File: src/hw/rtl/assert_macros.svh
// assertion helpers used by cycle_letter_consistency_prune
`ifndef ASSERT_MACROS_SVH
`define ASSERT_MACROS_SVH

// property checked on the rising clock edge, off while reset is held
`define CLCP_ASSERT(name, prop, msg) \
  name: assert property (@(posedge clk_i) disable iff (!rst_ni) prop) \
    else $error(msg);

// condition that must never be seen
`define CLCP_NEVER(name, cond, msg) \
  `CLCP_ASSERT(name, !(cond), msg)

`endif

File: src/hw/rtl/clcp_ram.sv
module clcp_ram #(
  parameter int unsigned WIDTH = 8,
  parameter int unsigned DEPTH = 16
) (
  input  logic                     clk_i,
  input  logic                     we_i,
  input  logic [$clog2(DEPTH)-1:0] waddr_i,
  input  logic [WIDTH-1:0]         wdata_i,
  input  logic                     re_i,
  input  logic [$clog2(DEPTH)-1:0] raddr_i,
  output logic [WIDTH-1:0]         rdata_o
);

  logic [WIDTH-1:0] mem_q [DEPTH];
  logic [WIDTH-1:0] rdata_q;

  // one write port
  always_ff @(posedge clk_i) begin
    if (we_i) begin
      mem_q[waddr_i] <= wdata_i;
    end
  end

  // registered read port
  always_ff @(posedge clk_i) begin
    if (re_i) begin
      rdata_q <= mem_q[raddr_i];
    end
  end

  assign rdata_o = rdata_q;

endmodule

File: config.mk
export PLATFORM = sky130hd
export DESIGN_NAME = clcp_ram
export DESIGN_NICKNAME = d
export VERILOG_FILES = /design/src/hw/rtl/assert_macros.svh /design/src/hw/rtl/clcp_ram.sv
export SDC_FILE = /design/constraint.sdc
export NUM_CORES = 1
export LEC_CHECK = 0
export BUFFER_PORTS_ARGS = -buffer_cell sky130_fd_sc_hd__buf_2
export CAP_MARGIN = 20
export CORE_UTILIZATION = 45
export CTS_CLUSTER_DIAMETER = 40
export CTS_CLUSTER_SIZE = 30
export DETAILED_ROUTE_END_ITERATION = 10
export GPL_ROUTABILITY_DRIVEN = 0
export GPL_TIMING_DRIVEN = 0
export PLACE_DENSITY = 0.6
export SLEW_MARGIN = 20
export SYNTH_ARGS = -nofsm -noshare
export SYNTH_HDL_FRONTEND = slang
export SYNTH_SLANG_ARGS = --single-unit
File: constraint.sdc
create_clock -name clk_i -period 1.9 [get_ports clk_i]
set_input_delay 0.38 -clock clk_i [delete_from_list [all_inputs] [get_ports clk_i]]
set_output_delay 0.38 -clock clk_i [all_outputs]
set_load 0.01 [all_outputs]
# ---- Word-level counts from Yosys, hierarchy flattened
# Memory sizes are Yosys's and may differ from the RTL's. A register that Yosys moved wholly into a read port is not among the register bits.
# Index checks and enable logic that the tools add are counted.
# Widths: inputs -> output; s select.
dict set report totals {
  regBits 0
  latch_bits 0
  ramBits 128
  mem_bits_ro 0
  word_cells 3
  memories 1
}
# name words word_bits rd rd_ports_with_merged_regs wr line_no
set memory_table {}
lappend memory_table {mem_q 16 8 1 1 1 clcp_ram.sv:14} ;# logic [WIDTH-1:0] mem_q [DEPTH];
dict set report op_classes {
  add_sub_neg 0
  multipliers 0
  n_div 0
  n_lt_le_gt_ge 0
  eq_ne 0
  shift 0
  muxes 2
  bitwise_logic 0
  n_reduce_logical 0
}
# cell n
set op_table {}
lappend op_table {{$mux 1} 2}

# ---- Logic depth before layout (Yosys ltp)
dict set report logic_depth {
  depth_word 2
  mapped_depth 5
}

# ---- Least setup slack after synthesis
# No wires, ideal clock.
dict set report synth_path {
  path_kind {input -> register}
  from {input port waddr_i[2]}
  to {memory mem_q[0][0], enable pin}
  setup_ns 0.383
  arrival_time_ns 1.490
  setup_slack_ns 0.027
  stages 2
  n_path_buf 0
  path_cell_list {or3b_2 nor3_1}
}
# element line_no
set synth_lines {}
lappend synth_lines {{start: declaration} clcp_ram.sv:7} ;# input logic [$clog2(DEPTH)-1:0] waddr_i,
lappend synth_lines {{end: declaration} clcp_ram.sv:14}
# No word-level cell before the write port.

# ---- Final worst setup path
dict set report layout_path {
  from {input port waddr_i[2]}
  to {memory mem_q[1][5], enable pin}
}
# No word-level cell before the write port.

==> results.ini <==
[place]
dp.cells = 394
place.port_buffers = 25
pre_cts_slack_ns = -0.209
place_area_um2 = 5550
hpwl_mm = 6.01

[power]
p_clk_share_pct = 47.1
leakage_nw = 2.04
switching_share_pct = 20.4
power.density_nw_per_um2 = 1140
p_comb_share_pct = 4.6
p_switching_mw = 1.43
seqPwrFrac_pct = 48.4
intPower_mw = 5.58
ir_drop_mv = 0.566
finalPower_mw = 7.02

[worst_setup_path]
arrival_ns = 1.71
crit_type = input port to register
r2r_start = mem_q[6][0]$_DFFE_PP_
critPathTopFamily = simple AND/OR/NAND/NOR gates
cpMaxStageDelayCell = nor2_1
cp_cell_sequence = buf_2, or3b_2, nor2_1
reg2regPathDepth = 3
crit_path_end_kind = register
cp.buffers_inverters = 1
cp_data_required_time_ns = 1.93
max_stage_delay_ns = 0.68
cp-start-kind = input port
crit_fanout = 8
r2r_slack_ns = 0.29
r2r_end = rdata_o[0]$_DFFE_PP_

[clock_tree]
clk_latency_ns = 0.41
cts_tree = built
cts.sinks = 136
htree_levels = 4
numCtsBuffers = 17
clk_path_buf_depth = 2
clock-root-buffer = clkbuf_16
postCtsSetupRepairBufs = 0
post_cts_resized = 0
clk_pin_slew_ns = 0.06
postCtsHoldBufs = 0

[die]
fp.dieH_um = 110
die_x_um = 110
die-area_um2 = 12100
rows = 38
coreArea_um2 = 11100
ios = 27
initial_core_util_pct = 47.2

[hold_path]
hold_class = input port to register
worst_hold_path.endpoint = rdata_o[3]$_DFFE_PP_
hold_depth = 1
hp-start = re_i

[global_route]
grt_use_met1_pct = 25.9
busiest_layer = met2
grt_usage_pct = 18.1
grt_overflow_total = 0
grtUsageMet3_pct = 4.92
grt_pass1_wl_mm = 14.5
grt_pass1_vias = 2430
antenna_found_initial = 0
grtUsageMet2_pct = 26.3
grt_max_degree = 17

[synth]
synth_area_leaders = edfxtp_1, mux4_2, mux4_1
synth_edf_count = 136
avgSynthCellArea_um2 = 22.8
synth_seq_cells = 136
synth.distinct_cells = 18
synth.top_cell.area_share_pct = 78.1
ys.flop_type = edfxtp_1
synth_area_leader_cell = edfxtp_1
netlist_instances = 229
seq_area_frac_synth_pct = 78.1
syn_area_um2 = 5230
postSynthNetCount = 248
yosysWarnings = 0
ys_async_sr_fraction_pct = 0

[route]
wl_per_cell_um = 22.5
drt-total-wl_mm = 9.57
ant_nets = 0
vias = 2390
drt_iter0_markers = 148
first_pass_iters = 4
viasPerCell = 5.61
drc = 0

[sta]
worstMarginPinSlew_ns = 0.856
hold_viol = 0
finalMaxSlewViolations = 0
fmax_mhz = 594
relSlewSlack_pct = 42.8
fin_skew_ns = 0.0137
fin_crit_sh_pct = 88.6
worst_slack_ns = 0.217
finalSetupViolCount = 0
rsz0062_at_grt = no
post-route-min-period_ns = 1.68

[flow_run]
cap_violations = 0

[cells_and_area]
fill_cells = 836
instances_no_fill = 426
nets = 292
final_layout_size_suffix_gt1_share_pct = 31.1
syn2layout_area_growth_pct = 17.7
insertedDiodeCount = 0
final_area_um2 = 6150

[outcome]
status = finished, final reports clean

-- worst max-delay path by stage --
stage | cells past startpoint | end | start | slack, ns
6_report | 3 | mem_q[1][5]$_DFFE_PP_ | waddr_i[2] | 0.22
2_1_floorplan | 2 | mem_q[0][0]$_DFFE_PP_ | waddr_i[2] | 0.03
4_1_cts | 3 | mem_q[2][2]$_DFFE_PP_ | waddr_i[2] | 0.22
3_5_place_dp | 3 | mem_q[2][1]$_DFFE_PP_ | waddr_i[2] | -0.21
3_3_place_gp | 3 | mem_q[0][7]$_DFFE_PP_ | waddr_i[2] | -0.56
5_1_grt | 3 | mem_q[1][5]$_DFFE_PP_ | waddr_i[2] | 0.14
-- worst register-to-register path: stages, from the launching register on --
cell      delay (ns)
edfxtp_1        0.37
mux4_1          0.56
a22oi_1         0.34
nand2_1         0.09
-- stage by stage --
stage | hold slack (ns) | TNS (ns) | utilization (%)
6_report | 0.322 | 0 | 55.5
3_3_place_gp | 0.735 | -13.80 | 49.9
3_5_place_dp | 0.740 | -5.55 | 50.1
5_1_grt | 0.324 | 0 | 55.5
4_1_cts | 0.320 | 0 | 55.5
2_1_floorplan | 0.479 | 0 | -
-- placed cells by master, fill, tap and decap left out --
master and count:
edfxtp_1 136, buf_2 28, mux4_2 18, clkbuf_16 17, a22oi_1 16, mux4_1 14
nor2_1 13, nand2_1 9, nor3_2 4, clkinvlp_4 4, buf_6 3, clkdlybuf4s25_2 3
bufinv_16 3, inv_6 3, nand3b_1 2, nand2b_1 2, clkinv_4 2, clkinv_2 2
nor2b_1 1, buf_4 1, and2_1 1, and2b_1 1, nand3_1 1, or3b_2 1
clkbuf_1 1
-- cells by family (layout without fill, tap and decap cells) --
family	after synthesis	after routing	synth area share [%]
flops	136	136	78.1
simple gates	35	35	3.14
mux	32	32	14.8
compound gates	16	16	2.30
buf+inv	10	67	1.65
-- Yosys cell counts, types with 2 or more instances --
| cell type | number |
|---|---|
| mux4_1 | 14 |
| nand3b_1 | 2 |
| a22oi_1 | 16 |
| edfxtp_1 | 136 |
| nor3_1 | 4 |
| nor2_1 | 13 |
| buf_6 | 3 |
| nand2_1 | 9 |
| buf_2 | 3 |
| mux4_2 | 18 |
| nand2b_1 | 2 |
| clkdlybuf4s25_2 | 3 |
-- area by class of cell --
| class | count | area (um^2) | area share (%) |
|---|---|---|---|
| tap | 140 | 175 | 2.85 |
| clock inverter | 14 | 174 | 2.83 |
| multi-input combinational | 83 | 1080 | 17.5 |
| buffer | 10 | 86.3 | 1.40 |
| sequential | 136 | 4080 | 66.4 |
| timing repair buffer | 25 | 125 | 2.03 |
| clock buffer | 18 | 429 | 6.98 |
-- per-layer routing --
metal	vias to the layer above	part of all wire [%]
li1	1070	-
met1	1232	46
met2	75	47
met3	13	5.4
met4	0	2.0
met5	-	0
-- registers in the layout, indices dropped and copies added, names as in the netlist --
register	count
mem_q	128
rdata_o	8
-- power groups by stage --
stage	combinational (mW)	clock [mW]	sequential [mW]
2_1_floorplan	0.171	0	3.46
3_3_place_gp	0.318	0	3.45
3_5_place_dp	0.326	0	3.46
4_1_cts	0.327	3.33	3.39
5_1_grt	0.350	3.46	3.40
6_report	0.321	3.30	3.39
No activity file was read; power rests on OpenSTA's default activity.
