**config.mk**
```make
export PLATFORM = sky130hd
export DESIGN_NAME = clcp_step
export DESIGN_NICKNAME = d
export VERILOG_FILES = /design/src/hw/rtl/assert_macros.svh /design/src/hw/rtl/clcp_pkg.sv /design/src/hw/rtl/clcp_step.sv
export SDC_FILE = /design/constraint.sdc
export NUM_CORES = 1
export LEC_CHECK = 0
export BUFFER_PORTS_ARGS = -buffer_cell sky130_fd_sc_hd__buf_2
export CAP_MARGIN = 10
export CELL_PAD_IN_SITES_DETAIL_PLACEMENT = 1
export CELL_PAD_IN_SITES_GLOBAL_PLACEMENT = 2
export CORE_AREA = 4 4 96 98
export DETAILED_ROUTE_END_ITERATION = 12
export DIE_AREA = 0 0 100 102
export GPL_ROUTABILITY_DRIVEN = 0
export PLACE_DENSITY = 0.92
export SETUP_SLACK_MARGIN = 0.15
export SYNTH_ARGS = -nofsm -noshare
export SYNTH_HDL_FRONTEND = slang
export SYNTH_SLANG_ARGS = --single-unit
```
**constraint.sdc**
```tcl
create_clock -name clk_i -period 5 [get_ports clk_i]
set_input_delay 0.25 -clock clk_i [delete_from_list [all_inputs] [get_ports clk_i]]
set_output_delay 0.25 -clock clk_i [all_outputs]
set_load 0.01 [all_outputs]
```
**src/hw/rtl/assert_macros.svh**
```systemverilog
// assertion helpers used by cycle_letter_consistency_prune
`ifndef ASSERT_MACROS_SVH
`define ASSERT_MACROS_SVH

// property checked on the rising clock edge, off while reset is held
`define CLCP_ASSERT(name, prop, msg) \
  name: assert property (@(posedge clk_i) disable iff (!rst_ni) prop) \
    else $error(msg);

// condition that must never be seen
`define CLCP_NEVER(name, cond, msg) \
  `CLCP_ASSERT(name, !(cond), msg)

`endif

```
**src/hw/rtl/clcp_pkg.sv**
```systemverilog
package clcp_pkg;

  // letter alphabet and payload widths
  localparam int unsigned ALPHABET       = 26;
  localparam int unsigned MASK_W         = 26;
  localparam int unsigned LETTER_W       = 5;
  localparam int unsigned LAYER_W        = 3;
  localparam int unsigned OPCODE_W       = 2;
  localparam int unsigned A_W            = $clog2(ALPHABET);
  localparam int unsigned MAX_LAYERS_DEF = 8;

  // opcodes
  localparam logic [OPCODE_W-1:0] OP_NODE = 2'd0;
  localparam logic [OPCODE_W-1:0] OP_EDGE = 2'd1;
  localparam logic [OPCODE_W-1:0] OP_RUN  = 2'd2;

  // configuration registers
  localparam int unsigned CFG_LEN_W     = 4;
  localparam logic [CFG_LEN_W-1:0] LENGTH_RST = 4'd4;
  localparam logic REG_LENGTH = 1'b0;

  // control of the shared step unit
  typedef struct packed {
    logic beat;
    logic rev;
    logic clear;
  } step_ctrl_t;

endpackage

```
**src/hw/rtl/clcp_step.sv**
```systemverilog
module clcp_step (
  input  logic                            clk_i,
  input  logic                            rst_ni,
  input  clcp_pkg::step_ctrl_t            ctrl_i,
  input  logic [clcp_pkg::A_W-1:0]        j_i,
  input  logic [clcp_pkg::MASK_W-1:0]     row_i,
  input  logic [clcp_pkg::MASK_W-1:0]     cur_i,
  output logic [clcp_pkg::MASK_W-1:0]     acc_o
);

  logic [clcp_pkg::MASK_W-1:0] acc_q, acc_d;

  // fold one edge row into the reach set
  always_comb begin
    acc_d = acc_q;
    if (ctrl_i.beat) begin
      if (ctrl_i.rev) begin
        // reverse: node j is reached when its row hits the current set
        acc_d[j_i] = acc_q[j_i] | (|(row_i & cur_i));
      end else if (cur_i[j_i]) begin
        // forward: every target of a current node is reached
        acc_d = acc_q | row_i;
      end
    end
  end

  always_ff @(posedge clk_i or negedge rst_ni) begin
    if (!rst_ni) begin
      acc_q <= '0;
    end else if (ctrl_i.clear) begin
      acc_q <= '0;
    end else begin
      acc_q <= acc_d;
    end
  end

  assign acc_o = acc_d;

endmodule

```
---- Word-level counts from Yosys, hierarchy flattened ----
Index checks and enable logic that the tools add are counted.
storage, ports and cells
  register bits after elaboration ......... 26
  output and inout port bits .............. 26
  logic and storage cells ................. 19
  ROM bits ................................ 0
  memories kept ........................... 0
  bits of input ports ..................... 62
  RAM bits ................................ 0
  latch bits .............................. 0
operators by class
  muxes and demuxes ....................... 11
  shift operators ......................... 0
  bitwise logic cells ..................... 3
  div/mod/pow operators ................... 0
  add/subtract/negate cells ............... 0
  reductions and logical operators ........ 2
  eq/ne operators ......................... 0
  order comparisons ....................... 2
  multiply operators ...................... 0
operators by type and width
  operator                                                                number
  26-bit 2-to-1 mux                                                       4
  26-bit bitwise AND                                                      1
  26-bit bitwise mux                                                      1
  26-bit bitwise OR                                                       1
  26-bit OR reduction                                                     1
  1-bit binary-select mux with 5-bit select                               2
  5-bit by 6-bit < comparator with 1-bit output (second input constant)   1
  1-bit demux with 5-bit select                                           1
  5-bit by 1-bit >= comparator with 1-bit output (second input constant)  1
  1-bit 2-to-1 mux                                                        3
  1-bit logical AND                                                       1
  1-bit bitwise OR                                                        1

---- Depth between registers and ports, before layout ----
  depth after elaboration ................. 8
  gate-level depth with buffers ........... 9
  gate-level depth less buffers ........... 6

---- Worst setup path before layout ----
OpenSTA, ideal clock, no wires.
  path kind ............................... register to output
  start ................................... register acc_q[6] in the netlist's numbering
  end ..................................... output port acc_o[15] in the netlist's numbering
  slack ................................... 2.970 ns
  data arrival time ....................... 1.780 ns
  cell stages (with the launch flop) ...... 7
  path through ............................ dfrtp_1 -> mux4_2 -> and3_1 -> a31oi_1 -> nand4_4 -> nor2_4 -> a21oi_1
on the way
  cells in the longest elaborated chain, start to end .. 6
RTL lines
  element                                    RTL line         RTL
  start, declared                            clcp_step.sv:11  logic [clcp_pkg::MASK_W-1:0] acc_q, acc_d;
  start signal, assigned                     clcp_step.sv:29  acc_q <= '0;
  start signal, assigned                     clcp_step.sv:31  acc_q <= '0;
  start signal, assigned                     clcp_step.sv:33  acc_q <= acc_d;
  1-bit binary-select mux with 5-bit select  clcp_step.sv:19  acc_d[j_i] = acc_q[j_i] | (|(row_i & cur_i));
  1-bit 2-to-1 mux (not written as such)     clcp_step.sv:19
  1-bit bitwise OR                           clcp_step.sv:19
  26-bit bitwise mux                         clcp_step.sv:19
  26-bit 2-to-1 mux                          clcp_step.sv:17  if (ctrl_i.rev) begin
  26-bit 2-to-1 mux                          clcp_step.sv:16  if (ctrl_i.beat) begin
  end, declared                              clcp_step.sv:8   output logic [clcp_pkg::MASK_W-1:0] acc_o
Every way passes these cells. The select of a mux whose other input is x is not followed.

---- Final worst setup path ----
  start ................................... input port j_i[0] in the netlist's numbering
  end ..................................... output port acc_o[22] in the netlist's numbering
on the way
  cells in the longest elaborated chain, start to end .. 7
  elaborated cells between the ends (all ways) .. 14
  classes of those cells .................. order compare: 2; mux: 10; bitwise: 1; reduce/logical: 1
RTL lines
  element                                                                                                                                       RTL line         RTL
  start, declared                                                                                                                               clcp_step.sv:5   input logic [clcp_pkg::A_W-1:0] j_i,
  5-bit by 6-bit < comparator with 1-bit output (not written as such) / 5-bit by 1-bit >= comparator with 1-bit output (equally long branches)  clcp_step.sv:19
  1-bit logical AND (not written as such)                                                                                                       clcp_step.sv:19
  1-bit 2-to-1 mux (not written as such)                                                                                                        clcp_step.sv:19
  1-bit demux with 5-bit select                                                                                                                 clcp_step.sv:19
  26-bit bitwise mux                                                                                                                            clcp_step.sv:19
  26-bit 2-to-1 mux *                                                                                                                           clcp_step.sv:17
  26-bit 2-to-1 mux *                                                                                                                           clcp_step.sv:16
Every way passes the cells marked *; elsewhere a longest branch is shown, timed or not. The select of a mux whose other input is x is not followed.

==> run summary <==
Placement Setup Slack - 2.165 ns
Synth top area share - 0.2564
Seq cells post-synth - 26
Routed Antenna Nets - 0
Syn avg cell area - 8.347 um2
Synth warn - 0
Power per cell area - 205.5 nW/um2
Iter 0 DRT Violations - 240
Layout Nets - 435
Die height - 102 um
Most flop-heavy register - acc_q
Cts bufs inserted - 3
Worst-case clock buffer depth - 2
Worst VDD drop - 0.09003 mV
Final setup viols - 0
DR DRC count - 0
RSZ-0062 raised after global routing - false
Port bufs - 87
Starting density of the core - 0.2997
Final HPWL DP - 8.281 mm
Ant diodes - 0
Outcome - complete, no violations
CP arrival - 2.63 ns
Vias in the first global route - 3005
Post-synthesis sequential area ratio - 0.2564
Max Cap Viol - 0
I/O pin cnt - 88
Regs by FF count - acc_q: 26 flops
Via count - 2897
Worst setup margin - 2.125 ns
Grt total ovfl - 0
Final clock skew - 0.007500 ns
Vias per cell - 6.035
Netlist cell types - 43
Initial antenna violation count - 0
Core Util, Final - 0.3578
Slew @ Worst Pin - 0.7078 ns
Max-slew headroom - 0.5215
Max H-tree Level - 1
Final Hold Viols - 0
Crit-path max FO - 21
Commonest non-fill, non-tap cell in the layout - buf_2
WL final - 10.61 mm
Slew Limit Fails - 0
Clock-pin slew on the worst setup and hold paths - 0.09 ns
Cts-stage hold buffer count - 1
Fraction of registers with async set/reset - 1.000
Ratio of cells with drive above 1 in the final layout - 0.3118
CP Launch Type - primary input
Layout fillers - 1068
Synth Flop Type - dfrtp_1
Hold Crit Class - in -> reg
Final worst-path cycle share - 0.5750
Clock Tree Root - clkbuf_8
Largest register FFs - 26
DR WL/cell - 22.09 um
Synthesized area - 2537 um2
Cell row count - 34
Setup bufs post-CTS - 0
Worst endpoint required time - 4.75 ns
CP Capture Type - output pin
Leakage power - 1.354 nW
Post_cts resized - 0
Crit Path Class - in -> out
Drt pass-1 iters - 5
Fmax - 0.3478 GHz
Die area - 10200 um2
GRT Overall Usage - 0.2042
Die W - 100 um
Worst-Skew Late Latency - 0.28 ns
First-pass GRT wire length - 16.41 mm
Minimum clock period - 2.875 ns
Syn_nets - 366
CTS tree - yes
CTS sink cnt - 26
Post-route setup TNS - 0 ns
Core area - 8466 um2
Cells after synthesis - 304
Area Overhead vs Synth - 19.38%
Leading post-synthesis cells by cell area - dfrtp_1 26%, mux2i_1 6.7%, o22ai_1 6.2%
EDFF count, synth - 0
Pin count of the biggest net entering global routing - 34
Commonest non-fill, non-tap cells in the layout - 87 x buf_2, 26 x inv_1, 26 x dfrtp_1, 25 x o22ai_1, 22 x a31oi_1
Top cell type by total area after synthesis - dfrtp_1
==> cell families after synthesis <==
group / after synthesis / synth area share
compound gates: 116 / 0.3205
simple gates: 90 / 0.2145
buf+inv: 50 / 0.1016
flops: 26 / 0.2564
mux: 22 / 0.1070
==> metrics by stage <==
| step | std cells | total power, mW | cell area, um2 | hold WS [ns] |
|---|---|---|---|---|
| 2_1_floorplan | 304 | 0.3623 | 2537 | -0.04559 |
| 3_3_place_gp | 475 | 0.4412 | 2948 | 0.2817 |
| 3_5_place_dp | 475 | 0.4451 | 2948 | 0.2890 |
| 4_1_cts | 480 | 0.6240 | 3029 | 0.4093 |
| 5_1_grt | 480 | 0.6555 | 3029 | 0.4443 |
| 6_report | 480 | 0.6226 | 3029 | 0.4147 |
==> power by group <==
group / switching, mW / total [mW] / internal, mW
clock network: 0.0709 / 0.178 / 0.107
registers: 0.00673 / 0.227 / 0.221
logic: 0.136 / 0.217 / 0.0807
total: 0.214 / 0.623 / 0.409
==> area by class of cell <==
type / instances / area [um2] / area share
multi-input combinational: 228 / 1629 / 0.5378
sequential: 26 / 650.6 / 0.2148
timing repair buffer: 88 / 445.4 / 0.1470
tap: 108 / 135.1 / 0.04461
inverter: 26 / 97.59 / 0.03222
clock buffer: 3 / 41.29 / 0.01363
clock inverter: 1 / 30.03 / 0.009913
==> worst max-delay path: stages <==
cell	delay (ns)
buf_2	0.46
mux4_2	0.59
and3_1	0.20
a31oi_1	0.25
nand4_4	0.22
nor2_4	0.34
a21oi_1	0.14
buf_2	0.16
==> final timing paths <==
check	start	end	slack, ns	cells past startpoint
max	j_i[0]	acc_o[22]	2.12	8
min	row_i[24]	acc_q[24]$_DFF_PN0_	0.41	3
max reg2reg	acc_q[23]$_DFF_PN0_	acc_q[18]$_DFF_PN0_	2.83	6
min reg2reg	acc_q[10]$_DFF_PN0_	acc_q[10]$_DFF_PN0_	0.59	2
max in group asynchronous	rst_ni	acc_q[11]$_DFF_PN0_	4.09	2
min in group asynchronous	rst_ni	acc_q[21]$_DFF_PN0_	0.51	2
==> Yosys cell counts, types with 6 or more instances <==
| master | n |
|---|---|
| o22ai_1 | 25 |
| a22oi_1 | 18 |
| a21oi_1 | 20 |
| clkbuf_1 | 6 |
| nor3_1 | 17 |
| a31oi_1 | 22 |
| a211oi_1 | 16 |
| nor2_1 | 9 |
| inv_1 | 26 |
| nand4_1 | 9 |
| nand2_1 | 17 |
| dfrtp_1 | 26 |
| mux2i_1 | 17 |
| nand3_1 | 6 |
==> per-layer routing <==
layer,vias to the layer above,GRT usage,part of all wire
met5,-,0,0
met4,0,0.07668,0.027
met3,23,0.03208,0.083
met2,141,0.3135,0.44
met1,1417,0.2895,0.45
li1,1316,-,-
No activity file was read; power rests on OpenSTA's default activity.
